### config.mk
export PLATFORM = sky130hd
export DESIGN_NAME = rgb565_bmp_frame_encoder_core_flat
export DESIGN_NICKNAME = d
export VERILOG_FILES = /design/src/sv/rgbbmp_pkg.sv /design/src/sv/rgbbmp_in_if.sv /design/src/sv/rgbbmp_out_if.sv /design/src/sv/rgbbmp_ser.sv /design/src/sv/rgb565_bmp_frame_encoder_core.sv /design/src/flat_wrapper.sv
export VERILOG_INCLUDE_DIRS = /design/src /design/src/sv
export SDC_FILE = /design/constraint.sdc
export NUM_CORES = 1
export LEC_CHECK = 0
export BUFFER_PORTS_ARGS = -buffer_cell sky130_fd_sc_hd__buf_4
export CAP_MARGIN = 0
export CORE_ASPECT_RATIO = 0.6
export CORE_MARGIN = 2
export CORE_UTILIZATION = 68
export DETAILED_ROUTE_END_ITERATION = 8
export HOLD_SLACK_MARGIN = 0.03
export PLACE_DENSITY = 0.95
export SYNTH_ARGS = -nofsm -noshare
export SYNTH_HDL_FRONTEND = slang
export SYNTH_SLANG_ARGS = --single-unit
### constraint.sdc
create_clock -name i_clk -period 11.4 [get_ports i_clk]
set_input_delay 0 -clock i_clk [delete_from_list [all_inputs] [get_ports i_clk]]
set_output_delay 0 -clock i_clk [all_outputs]
set_load 0.05 [all_outputs]
### src/sv/rgb565_bmp_frame_encoder_core_assert.svh
// Assertion macros shared by the encoder modules.
`ifndef RGB565_BMP_FRAME_ENCODER_CORE_ASSERT_SVH
`define RGB565_BMP_FRAME_ENCODER_CORE_ASSERT_SVH

// Same-cycle implication, disabled while in reset.
`define RGBBMP_ASSERT(label, clk, rst_n, ante, cons) \
    label: assert property (@(posedge clk) disable iff (!(rst_n)) (ante) |-> (cons)) \
        else $error("assertion failed");

// Next-cycle implication, disabled while in reset.
`define RGBBMP_ASSERT_NEXT(label, clk, rst_n, ante, cons) \
    label: assert property (@(posedge clk) disable iff (!(rst_n)) (ante) |=> (cons)) \
        else $error("assertion failed");

`endif

### src/sv/rgbbmp_pkg.sv
package rgbbmp_pkg;

    localparam int DEF_MAX_DIM = 1024;

    // Field widths of the configuration and the size fields of the header.
    localparam int DIM_W    = 11;
    localparam int STRIDE_W = 13;
    localparam int SIZE_W   = 24;
    localparam int FILE_W   = 25;
    localparam int IDX_W    = 6;
    localparam int HDR_LEN  = 54;

    localparam logic [7:0] HDR_INFO_SIZE = 8'd40;
    localparam logic [7:0] HDR_PLANES    = 8'd1;
    localparam logic [7:0] HDR_BPP       = 8'd24;
    localparam logic [7:0] CHAR_B        = 8'h42;
    localparam logic [7:0] CHAR_M        = 8'h4D;

    typedef enum logic {
        CMD_START = 1'b0,
        CMD_PIXEL = 1'b1
    } t_cmd;

    typedef enum logic {
        REG_WIDTH  = 1'b0,
        REG_HEIGHT = 1'b1
    } t_reg;

    // One item's worth of output, as handed from the front end to the serializer.
    typedef struct packed {
        logic              is_hdr;
        logic [7:0]        blue;
        logic [7:0]        green;
        logic [7:0]        red;
        logic [1:0]        pad;
        logic              frame_end;
        logic [FILE_W-1:0] file_len;
        logic [SIZE_W-1:0] data_size;
        logic [DIM_W-1:0]  width;
        logic [DIM_W-1:0]  height;
    } t_item;

    // round(v*255/31) for v in 0..31
    function automatic logic [7:0] expand5(input logic [4:0] v);
        logic [13:0] p;
        p = 14'(v) * 14'd527 + 14'd23;
        return p[13:6];
    endfunction

    // round(v*255/63) for v in 0..63
    function automatic logic [7:0] expand6(input logic [5:0] v);
        logic [13:0] p;
        p = 14'(v) * 14'd259 + 14'd33;
        return p[13:6];
    endfunction

    // Header byte at a given offset; multi-byte fields are little endian.
    function automatic logic [7:0] hdr_byte(input t_item it, input logic [IDX_W-1:0] idx);
        logic [31:0] fs;
        logic [31:0] ds;
        logic [31:0] wd;
        logic [31:0] ht;
        logic [7:0]  b;
        fs = 32'(it.file_len);
        ds = 32'(it.data_size);
        wd = 32'(it.width);
        ht = 32'(it.height);
        unique case (idx)
            6'd0:    b = CHAR_B;
            6'd1:    b = CHAR_M;
            6'd2:    b = fs[7:0];
            6'd3:    b = fs[15:8];
            6'd4:    b = fs[23:16];
            6'd5:    b = fs[31:24];
            6'd10:   b = 8'(HDR_LEN);
            6'd14:   b = HDR_INFO_SIZE;
            6'd18:   b = wd[7:0];
            6'd19:   b = wd[15:8];
            6'd20:   b = wd[23:16];
            6'd21:   b = wd[31:24];
            6'd22:   b = ht[7:0];
            6'd23:   b = ht[15:8];
            6'd24:   b = ht[23:16];
            6'd25:   b = ht[31:24];
            6'd26:   b = HDR_PLANES;
            6'd28:   b = HDR_BPP;
            6'd34:   b = ds[7:0];
            6'd35:   b = ds[15:8];
            6'd36:   b = ds[23:16];
            6'd37:   b = ds[31:24];
            default: b = 8'd0;
        endcase
        return b;
    endfunction

endpackage

### src/sv/rgbbmp_in_if.sv
interface rgbbmp_in_if;
    logic        valid;
    logic        ready;
    logic        command;
    logic [15:0] pixel;

    modport source (output valid, output command, output pixel, input ready);
    modport sink   (input valid, input command, input pixel, output ready);
endinterface

### src/sv/rgbbmp_out_if.sv
interface rgbbmp_out_if;
    logic       valid;
    logic       ready;
    logic [7:0] out_byte;
    logic       last_of_run;
    logic       frame_done;

    modport source (output valid, output out_byte, output last_of_run, output frame_done,
                    input ready);
    modport sink   (input valid, input out_byte, input last_of_run, input frame_done,
                    output ready);
endinterface

### src/sv/rgbbmp_ser.sv
`include "rgb565_bmp_frame_encoder_core_assert.svh"

module rgbbmp_ser
    import rgbbmp_pkg::*;
(
    input  logic  i_clk,
    input  logic  i_rst_n,
    input  logic  i_load,
    input  t_item i_item,
    output logic  o_free,
    rgbbmp_out_if.source o_out
);

    logic             r_busy;
    logic [IDX_W-1:0] r_idx;
    t_item            r_item;

    logic [IDX_W-1:0] w_last_idx;
    logic             w_last;
    logic             w_take;

    always_comb begin
        w_last_idx = r_item.is_hdr ? IDX_W'(HDR_LEN - 1) : IDX_W'(2) + IDX_W'(r_item.pad);
        w_last     = (r_idx == w_last_idx);
        w_take     = r_busy && o_out.ready;
        // free once the final byte of the held item leaves
        o_free     = !r_busy || (w_take && w_last);
    end

    always_ff @(posedge i_clk) begin
        if (!i_rst_n) begin
            r_busy <= 1'b0;
            r_idx  <= '0;
        end else if (i_load) begin
            r_busy <= 1'b1;
            r_idx  <= '0;
        end else if (w_take) begin
            if (w_last) begin
                r_busy <= 1'b0;
            end else begin
                r_idx <= r_idx + IDX_W'(1);
            end
        end
    end

    always_ff @(posedge i_clk) begin
        if (i_load) begin
            r_item <= i_item;
        end
    end

    always_comb begin
        o_out.valid       = r_busy;
        o_out.last_of_run = w_last;
        o_out.frame_done  = w_last && r_item.frame_end && !r_item.is_hdr;
        if (r_item.is_hdr) begin
            o_out.out_byte = hdr_byte(r_item, r_idx);
        end else begin
            unique case (r_idx)
                6'd0:    o_out.out_byte = r_item.blue;
                6'd1:    o_out.out_byte = r_item.green;
                6'd2:    o_out.out_byte = r_item.red;
                default: o_out.out_byte = 8'd0;
            endcase
        end
    end

    `RGBBMP_ASSERT(a_idx_in_range, i_clk, i_rst_n, r_busy, r_idx <= w_last_idx)
    `RGBBMP_ASSERT(a_load_when_free, i_clk, i_rst_n, i_load, o_free)
    `RGBBMP_ASSERT_NEXT(a_stall_holds, i_clk, i_rst_n, r_busy && !o_out.ready && !i_load,
                        r_busy && $stable(r_idx))
    `RGBBMP_ASSERT(a_done_on_pixel_last, i_clk, i_rst_n, r_busy && o_out.frame_done,
                   w_last && !r_item.is_hdr)

endmodule

### src/sv/rgb565_bmp_frame_encoder_core.sv
// Streams a 24-bit BMP file from RGB565 pixels, one byte per cycle while the output
// port is ready. A start item (command 0) emits the 54-byte header for the
// configured width and height and opens a frame; a bad size emits nothing and
// closes the frame. Each pixel item (command 1) emits blue, green, red expanded to
// 8 bits, plus 0 to 3 zero pad bytes at a row end; pixels go bottom row first. A
// pixel with no open frame emits nothing. The byte-wide output port sets the pace;
// the next item is accepted in the same cycle the final byte of the previous one
// is taken, and an item that emits nothing is absorbed without loading the
// serializer.
`include "rgb565_bmp_frame_encoder_core_assert.svh"

module rgb565_bmp_frame_encoder_core
    import rgbbmp_pkg::*;
#(
    parameter int MAX_DIM = DEF_MAX_DIM
)
(
    input  logic             i_clk,
    input  logic             i_rst_n,
    input  logic             i_cfg_we,
    input  logic             i_cfg_idx,
    input  logic [DIM_W-1:0] i_cfg_data,
    rgbbmp_in_if.sink        i_in,
    rgbbmp_out_if.source     o_out
);

    localparam int CLOG_DIM = $clog2(MAX_DIM + 1);
    localparam int CMP_W    = (CLOG_DIM > DIM_W) ? CLOG_DIM : DIM_W;
    localparam logic [CMP_W-1:0] MAX_V   = CMP_W'(MAX_DIM);
    localparam logic [1:0]       MAX_PAD = 2'(MAX_DIM % 4);

    logic [DIM_W-1:0] r_width;
    logic [DIM_W-1:0] r_height;
    logic             r_open;
    logic [DIM_W-1:0] r_col;
    logic [DIM_W-1:0] r_row;

    logic             n_open;
    logic [DIM_W-1:0] n_col;
    logic [DIM_W-1:0] n_row;

    logic                w_free;
    logic                w_accept;
    logic                w_load;
    t_item               w_item;
    logic                w_bad;
    logic [STRIDE_W-1:0] w_w3;
    logic [STRIDE_W-1:0] w_stride;
    logic [SIZE_W-1:0]   w_data;
    logic [DIM_W-1:0]    w_col_inc;
    logic [DIM_W-1:0]    w_row_inc;

    assign i_in.ready = w_free;
    assign w_accept   = i_in.valid && i_in.ready;

    always_ff @(posedge i_clk) begin
        if (!i_rst_n) begin
            r_width  <= DIM_W'(466);
            r_height <= DIM_W'(466);
        end else if (i_cfg_we) begin
            unique case (t_reg'(i_cfg_idx))
                REG_WIDTH:  r_width  <= i_cfg_data;
                REG_HEIGHT: r_height <= i_cfg_data;
            endcase
        end
    end

    always_comb begin
        w_bad = (r_width == '0) || (r_height == '0) ||
                (CMP_W'(r_width) > MAX_V) || (CMP_W'(r_height) > MAX_V);
        // stride = 3*w rounded up to a multiple of four
        w_w3     = STRIDE_W'({r_width, 1'b0}) + STRIDE_W'(r_width) + STRIDE_W'(3);
        w_stride = {w_w3[STRIDE_W-1:2], 2'b00};
        w_data   = SIZE_W'(w_stride) * SIZE_W'(r_height);

        w_col_inc = r_col + DIM_W'(1);
        w_row_inc = r_row + DIM_W'(1);

        w_item.is_hdr    = 1'b0;
        w_item.blue      = expand5(i_in.pixel[4:0]);
        w_item.green     = expand6(i_in.pixel[10:5]);
        w_item.red       = expand5(i_in.pixel[15:11]);
        w_item.pad       = 2'd0;
        w_item.frame_end = 1'b0;
        w_item.file_len  = FILE_W'(w_data) + FILE_W'(HDR_LEN);
        w_item.data_size = w_data;
        w_item.width     = r_width;
        w_item.height    = r_height;

        n_open = r_open;
        n_col  = r_col;
        n_row  = r_row;
        w_load = 1'b0;

        if (w_accept) begin
            unique case (t_cmd'(i_in.command))
                CMD_START: begin
                    if (w_bad) begin
                        n_open = 1'b0;
                    end else begin
                        w_load        = 1'b1;
                        w_item.is_hdr = 1'b1;
                        n_open        = 1'b1;
                        n_col         = '0;
                        n_row         = '0;
                    end
                end
                CMD_PIXEL: begin
                    if (r_open) begin
                        w_load = 1'b1;
                        if (w_col_inc >= r_width) begin
                            // row end: pad follows the clamped width
                            w_item.pad = (CMP_W'(r_width) > MAX_V) ? MAX_PAD : r_width[1:0];
                            n_col      = '0;
                            if (w_row_inc >= r_height) begin
                                w_item.frame_end = 1'b1;
                                n_open           = 1'b0;
                                n_row            = '0;
                            end else begin
                                n_row = w_row_inc;
                            end
                        end else begin
                            n_col = w_col_inc;
                        end
                    end
                end
            endcase
        end
    end

    always_ff @(posedge i_clk) begin
        if (!i_rst_n) begin
            r_open <= 1'b0;
            r_col  <= '0;
            r_row  <= '0;
        end else begin
            r_open <= n_open;
            r_col  <= n_col;
            r_row  <= n_row;
        end
    end

    rgbbmp_ser u_ser (
        .i_clk   (i_clk),
        .i_rst_n (i_rst_n),
        .i_load  (w_load),
        .i_item  (w_item),
        .o_free  (w_free),
        .o_out   (o_out)
    );

    `RGBBMP_ASSERT_NEXT(a_hdr_opens_frame, i_clk, i_rst_n, w_load && w_item.is_hdr,
                        r_open && (r_col == '0) && (r_row == '0))
    `RGBBMP_ASSERT(a_pixel_needs_frame, i_clk, i_rst_n, w_load && !w_item.is_hdr, r_open)

endmodule
### src/flat_wrapper.sv
// flat-port wrapper written by rule: the top's interface ports become plain ports
module rgb565_bmp_frame_encoder_core_flat import rgbbmp_pkg::*;
#(
    parameter int MAX_DIM = DEF_MAX_DIM
)
  (i_clk, i_rst_n, i_cfg_we, i_cfg_idx, i_cfg_data, i_in_valid, i_in_command, i_in_pixel, i_in_ready, o_out_valid, o_out_out_byte, o_out_last_of_run, o_out_frame_done, o_out_ready);
  rgbbmp_in_if i_in_i ();
  rgbbmp_out_if o_out_i ();
  input  logic i_clk;
  input  logic i_rst_n;
  input  logic i_cfg_we;
  input  logic i_cfg_idx;
  input  logic [DIM_W-1:0] i_cfg_data;
  input wire logic [$bits(i_in_i.valid)-1:0] i_in_valid;
  input wire logic [$bits(i_in_i.command)-1:0] i_in_command;
  input wire logic [$bits(i_in_i.pixel)-1:0] i_in_pixel;
  output wire logic [$bits(i_in_i.ready)-1:0] i_in_ready;
  output wire logic [$bits(o_out_i.valid)-1:0] o_out_valid;
  output wire logic [$bits(o_out_i.out_byte)-1:0] o_out_out_byte;
  output wire logic [$bits(o_out_i.last_of_run)-1:0] o_out_last_of_run;
  output wire logic [$bits(o_out_i.frame_done)-1:0] o_out_frame_done;
  input wire logic [$bits(o_out_i.ready)-1:0] o_out_ready;
  assign i_in_i.valid = i_in_valid;
  assign i_in_i.command = i_in_command;
  assign i_in_i.pixel = i_in_pixel;
  assign i_in_ready = i_in_i.ready;
  assign o_out_valid = o_out_i.valid;
  assign o_out_out_byte = o_out_i.out_byte;
  assign o_out_last_of_run = o_out_i.last_of_run;
  assign o_out_frame_done = o_out_i.frame_done;
  assign o_out_i.ready = o_out_ready;
  rgb565_bmp_frame_encoder_core #(.MAX_DIM(MAX_DIM)) u_core (.i_clk(i_clk), .i_rst_n(i_rst_n), .i_cfg_we(i_cfg_we), .i_cfg_idx(i_cfg_idx), .i_cfg_data(i_cfg_data), .i_in(i_in_i), .o_out(o_out_i));
endmodule
==> run_results.csv, run 1 <==
group,metric,value,unit
run_status,status,"complete, no violations",
floorplanning,chipWidth,187,um
sta,rsz0062_at_grt,"no",
sta,skew,19.5,ps
critical_path,end_kind,"flop",
synthesis,synth-seq-area-share,0.286,
sta,max_freq,112,MHz
layout,nets,1757,
critical_path,crit_path_start_kind,"flop",
route,routed_wl,40.9,mm
critical_path,crit_path_top_delay_cell,"dfxtp_1",
critical_path,path_max_fanout,11,
route,dr.pass1.iters,9,
layout,area_growth,10.5,%
synthesis,syn_area,13600,um2
synthesis,ys_async_sr_fraction,0,
critical_path,cp_common_cell,"fa_1",
synthesis,yosys_register_bits,147,
sta,tightestPinTransition,1080,ps
floorplanning,coreArea,19800,um2
critical_path,max_stage_delay,570,ps
critical_path,critical_path_class,"reg2reg",
synthesis,ys.flop_type,"edfxtp_1",
route,wl_met3,6.27,mm
cts,clkSlewWorstSetupHoldPaths,70,ps
grt,track_usage,0.386,
critical_path,cp.arrival,9120,ps
cts,cts_tree,"done",
sta,fin_setup_tns,0,ps
worst_hold_path,hold_class,"in2reg",
flow_run,max_cap_violations,0,
layout,seq_area,3890,um2
grt,antenna_found_initial,2,
layout,mostFrequentLayoutCell,"inv_1",
placement,place_hpwl,28.0,mm
layout,multiInputGateArea,8820,um2
cts,clockRootBuffer,"clkbuf_16",
synthesis,syn_area_per_cell,9.70,um2
route,drc,0,
layout,final_cell_mix,"inv_1 (186), ha_1 (166), nand2_1 (133), fa_1 (97), edfxtp_1 (95)",
grt,grt_pass1_wl,62.6,mm
synthesis,synthDistinctLibCells,81,
route,wl_met2,17.8,mm
route,antenna_left,0,
placement,gp_congestion,0.986,
grt,grt.overflow.total,0,
grt,grt_pass1_vias,11500,
synthesis,synthCells,1406,
grt,grt_max_degree,69,
placement,io_buffers,45,
route,via_count,11600,
floorplanning,dieArea,21200,um2
sta,setup_viol,0,
critical_path,worst-path-buf-inv,3,
critical_path,path_delay_family,"adder cells",
synthesis,yosysWarnings,0,
cts,htreeDepth,4,
cts,cts_sinks,147,
critical_path,crit_required,11580,ps
layout,drive_gt1_frac,0.0754,
sta,min_period_over_period,0.784,
floorplanning,rows,40,
floorplanning,start_util,0.688,
cts,clk_path_buf_depth,2,
synthesis,synth_edf_count,95,
floorplanning,fp.dieH,114,um
sta,period_needed,8940,ps
cts,clkLatencyLatePin,450,ps
route,wl_per_cell,23.4,um
synthesis,synth.net_count,1703,
floorplanning,ios,46,
layout,fillers,1196,
route,top_layer,"met4",
sta,slew_violations,0,
route,vias_per_cell,6.65,
sta,maxSlewHeadroom,0.274,
route,wl_met1,14.8,mm
cts,numCtsBuffers,17,
route,drt-initial-drc-count,2178,
sta,finalHoldViolations,0,
-- worst paths after layout --
path / startpoint / endpoint / slack [ps] / depth (start not counted)
max: u_core.r_width[2]$_SDFFE_PN0P_ / u_core.u_ser.r_item[67]$_DFFE_PP_ / 2460 / 27
min: i_in_pixel[5] / u_core.u_ser.r_item[84]$_DFFE_PP_ / 80 / 3
max reg2reg: u_core.r_width[2]$_SDFFE_PN0P_ / u_core.u_ser.r_item[67]$_DFFE_PP_ / 2460 / 27
min reg2reg: u_core.r_row[10]$_SDFFE_PN0P_ / u_core.r_row[10]$_SDFFE_PN0P_ / 490 / 2
-- sequential cells by signal, summed over array words and instances (netlist names) --
signal and flops:
u_core.r_col 11, u_core.r_row 11, u_core.u_ser.r_item 95, u_core.r_width 11, u_core.r_open 1, u_core.u_ser.r_idx 6, u_core.r_height 11, u_core.u_ser.o_out.valid 1
-- layer usage --
metal,GRT usage,vias up
li1,-,4942
met1,0.491,5455
met2,0.596,1004
met3,0.145,218
met4,0.171,0
met5,0,-
-- logic make-up after synthesis --
logic type / after synthesis / share of synthesized area
buffers and inverters: 241 / 0.0675
adders and majority gates: 263 / 0.295
muxes: 4 / 0.00303
and+or+nand+nor: 419 / 0.159
AOI/OAI and AO/OA: 245 / 0.134
DFF: 147 / 0.286
xor gates and xnor gates: 87 / 0.0564
-- cell type report --
class / count / area share
Tap cell: 273 / 0.0227
Multi-Input combinational cell: 1018 / 0.585
Timing Repair Buffer: 88 / 0.0496
Antenna cell: 1 / 0.000166
Inverter: 188 / 0.0468
Sequential cell: 147 / 0.258
Clock buffer: 19 / 0.0287
Clock inverter: 13 / 0.00838
-- repair_timing --
action / 4_1_cts / 5_1_grt
endpoints found under the hold margin: 53 / 0
hold buffers: 35 / 0
setup endpoints to repair: 0 / 0
buffers inserted: 0 / 0
gates resized for setup: 0 / 0
-- metrics by stage --
step,instances,area (um2),worst slack [ps],util,hold WS [ps]
floorplan,1406,13600,3910,-,139
global placement,1679,14200,3410,0.715,243
detailed placement,1679,14200,2900,0.715,249
CTS,1746,15100,2750,0.760,67.1
global route,1747,15100,2230,0.761,97.0
finish,1747,15100,2460,0.761,83.9
-- worst min-delay path, cell delays in order --
cell,delay (ps)
buf_4,110
ha_1,170
xnor2_1,130
-- synth_stat cells (13+ instances only) --
cell,instances,area [um2]
and2_1,72,450
a22oi_1,16,120
xor2_1,28,245
and3_1,20,125
nand3_1,24,120
ha_1,166,2080
o21a_1,27,203
dfxtp_1,52,1040
edfxtp_1,95,2850
nor2b_1,16,100
a21boi_0,13,97.6
fa_1,97,1940
o211ai_1,17,128
xnor2_1,58,508
clkbuf_1,44,165
o21ai_0,22,110
nand2_1,133,499
inv_1,186,698
nor2_1,63,236
a21oi_1,30,150
nor3_1,29,145
Power of run 1 is not shown: default switching activity piles up to over one toggle a cycle in this logic, so the estimate is an artifact.
==> run 2, diff against run 1 <==
- CORE_UTILIZATION: 68 -> 64
- PLACE_DENSITY: 0.95 -> 0.91
- clock period: 11.4 -> 9.2 ns (I/O delays scaled with it)
==> run 2 against run 1 <==
Maximum frequency rose by 4.8%; core utilization shrank 4.2 points; clock skew is 5.3 ps lower; via count down 4.6%; hold slack got worse by 12 ps; register-to-register slack got worse by 1800 ps; final area about the same; global-route usage down 4.3 points; highest routed layer unchanged.
==> run_results.csv, run 2 (synthesis results as in run 1) <==
group,metric,value,unit
cts,clk_path_buf_depth,2,
layout,antennaDiodeCount,0,
layout,max_flop_register,"u_core.u_ser.r_item",
layout,multiInputGateArea,8820,um2
sta,tightestPinTransition,1180,ps
critical_path,path_delay_family,"adder cells",
floorplanning,start_util,0.650,
route,wl_per_cell,21.4,um
cts,clkSlewWorstSetupHoldPaths,70,ps
grt,grt_pass1_wl,58.0,mm
cts,clockRootBuffer,"clkbuf_16",
run_status,status,"complete, no violations",
critical_path,crit_path_start_kind,"flop",
route,drt-initial-drc-count,1407,
grt,track_usage,0.343,
cts,cts_sinks,147,
layout,drive_gt1_frac,0.0768,
critical_path,critical_path_class,"reg2reg",
route,antenna_left,0,
placement,io_buffers,45,
grt,grt_max_degree,65,
cts,hold_buffers,33,
sta,finalHoldViolations,0,
grt,grt.overflow.total,0,
critical_path,worst-path-buf-inv,3,
placement,gp_congestion,0.995,
layout,fillers,1348,
floorplanning,dieArea,22500,um2
sta,period_needed,8530,ps
floorplanning,fp.dieH,117,um
cts,htreeDepth,4,
layout,area_growth,10.6,%
placement,place_hpwl,27.1,mm
route,routed_wl,37.5,mm
critical_path,path_max_fanout,11,
flow_run,max_cap_violations,0,
layout,final_cell_mix,"inv_1 (186), ha_1 (166), nand2_1 (133), fa_1 (97), edfxtp_1 (95)",
cts,clkLatencyLatePin,450,ps
sta,slew_violations,0,
critical_path,crit_path_top_delay_cell,"fa_1",
floorplanning,rows,41,
cts,numCtsBuffers,17,
sta,maxSlewHeadroom,0.206,
grt,grt_pass1_vias,10700,
sta,skew,14.1,ps
layout,largest_reg_flops,95,
layout,seq_area,3890,um2
route,dr.pass1.iters,8,
critical_path,crit_required,9380,ps
cts,cts_setup_buffers,0,
sta,fin_setup_tns,0,ps
worst_hold_path,hold_class,"in2reg",
grt,antenna_found_initial,0,
sta,holdWs,72.2,ps
floorplanning,chipWidth,192,um
sta,min_period_over_period,0.927,
route,via_count,11100,
layout,fin_util,0.719,
critical_path,cp_common_cell,"fa_1",
sta,setup_viol,0,
critical_path,end_kind,"flop",
critical_path,cp.arrival,8710,ps
route,vias_per_cell,6.33,
critical_path,max_stage_delay,560,ps
layout,mostFrequentLayoutCell,"inv_1",
floorplanning,ios,46,
sta,rsz0062_at_grt,"no",
layout,nets,1756,
floorplanning,coreArea,21000,um2
route,drc,0,
cts,cts-resized-gates,0,
sta,max_freq,117,MHz
cts,cts_tree,"done",
==> run 2: cell types whose count changed in the layout (fill, tap and decap cells not counted), sizes merged <==
cell / delta
buf: +1
dlygate4sd3: -2
clkinv: -3
inv: +4
clkbuf: -1
diode: -1
==> run 2: metrics by stage <==
step | cells | worst slack (ps) | instance area, um2
finish | 1751 | 669 | 15100
detailed placement | 1686 | 735 | 14200
global route | 1751 | 211 | 15100
global placement | 1686 | 1190 | 14200
floorplan | 1406 | 1710 | 13600
CTS | 1751 | 713 | 15100
==> run 2: final timing paths <==
kind | from | end | slack (ps) | depth (start not counted)
max reg2reg | u_core.r_width[2]$_SDFFE_PN0P_ | u_core.u_ser.r_item[67]$_DFFE_PP_ | 670 | 27
max | u_core.r_width[2]$_SDFFE_PN0P_ | u_core.u_ser.r_item[67]$_DFFE_PP_ | 670 | 27
min | i_in_pixel[5] | u_core.u_ser.r_item[84]$_DFFE_PP_ | 70 | 3
min reg2reg | u_core.r_row[9]$_SDFFE_PN0P_ | u_core.r_row[9]$_SDFFE_PN0P_ | 500 | 2
==> run 2: per-layer routing <==
layer	wire length, um	track usage	up-vias
li1	-	-	4935
met1	14700	0.466	5250
met2	16200	0.515	776
met3	5640	0.140	128
met4	968	0.0875	0
met5	0	0	-
==> run 2: area by class of cell <==
class                           instances  area share
Clock inverter                         14     0.00971
Clock buffer                           18      0.0285
Sequential cell                       147       0.258
Timing Repair Buffer                   87      0.0488
Inverter                              188      0.0468
Multi-Input combinational cell       1018       0.585
Tap cell                              279      0.0231
==> run 2: tightest hold or removal path, delay by kind of cell <==
family	cells	cell delay [ps]
fa+ha+maj	1	160
buf+inv	1	110
xor+xnor	1	130
Power of run 2 is left out for the same reason.
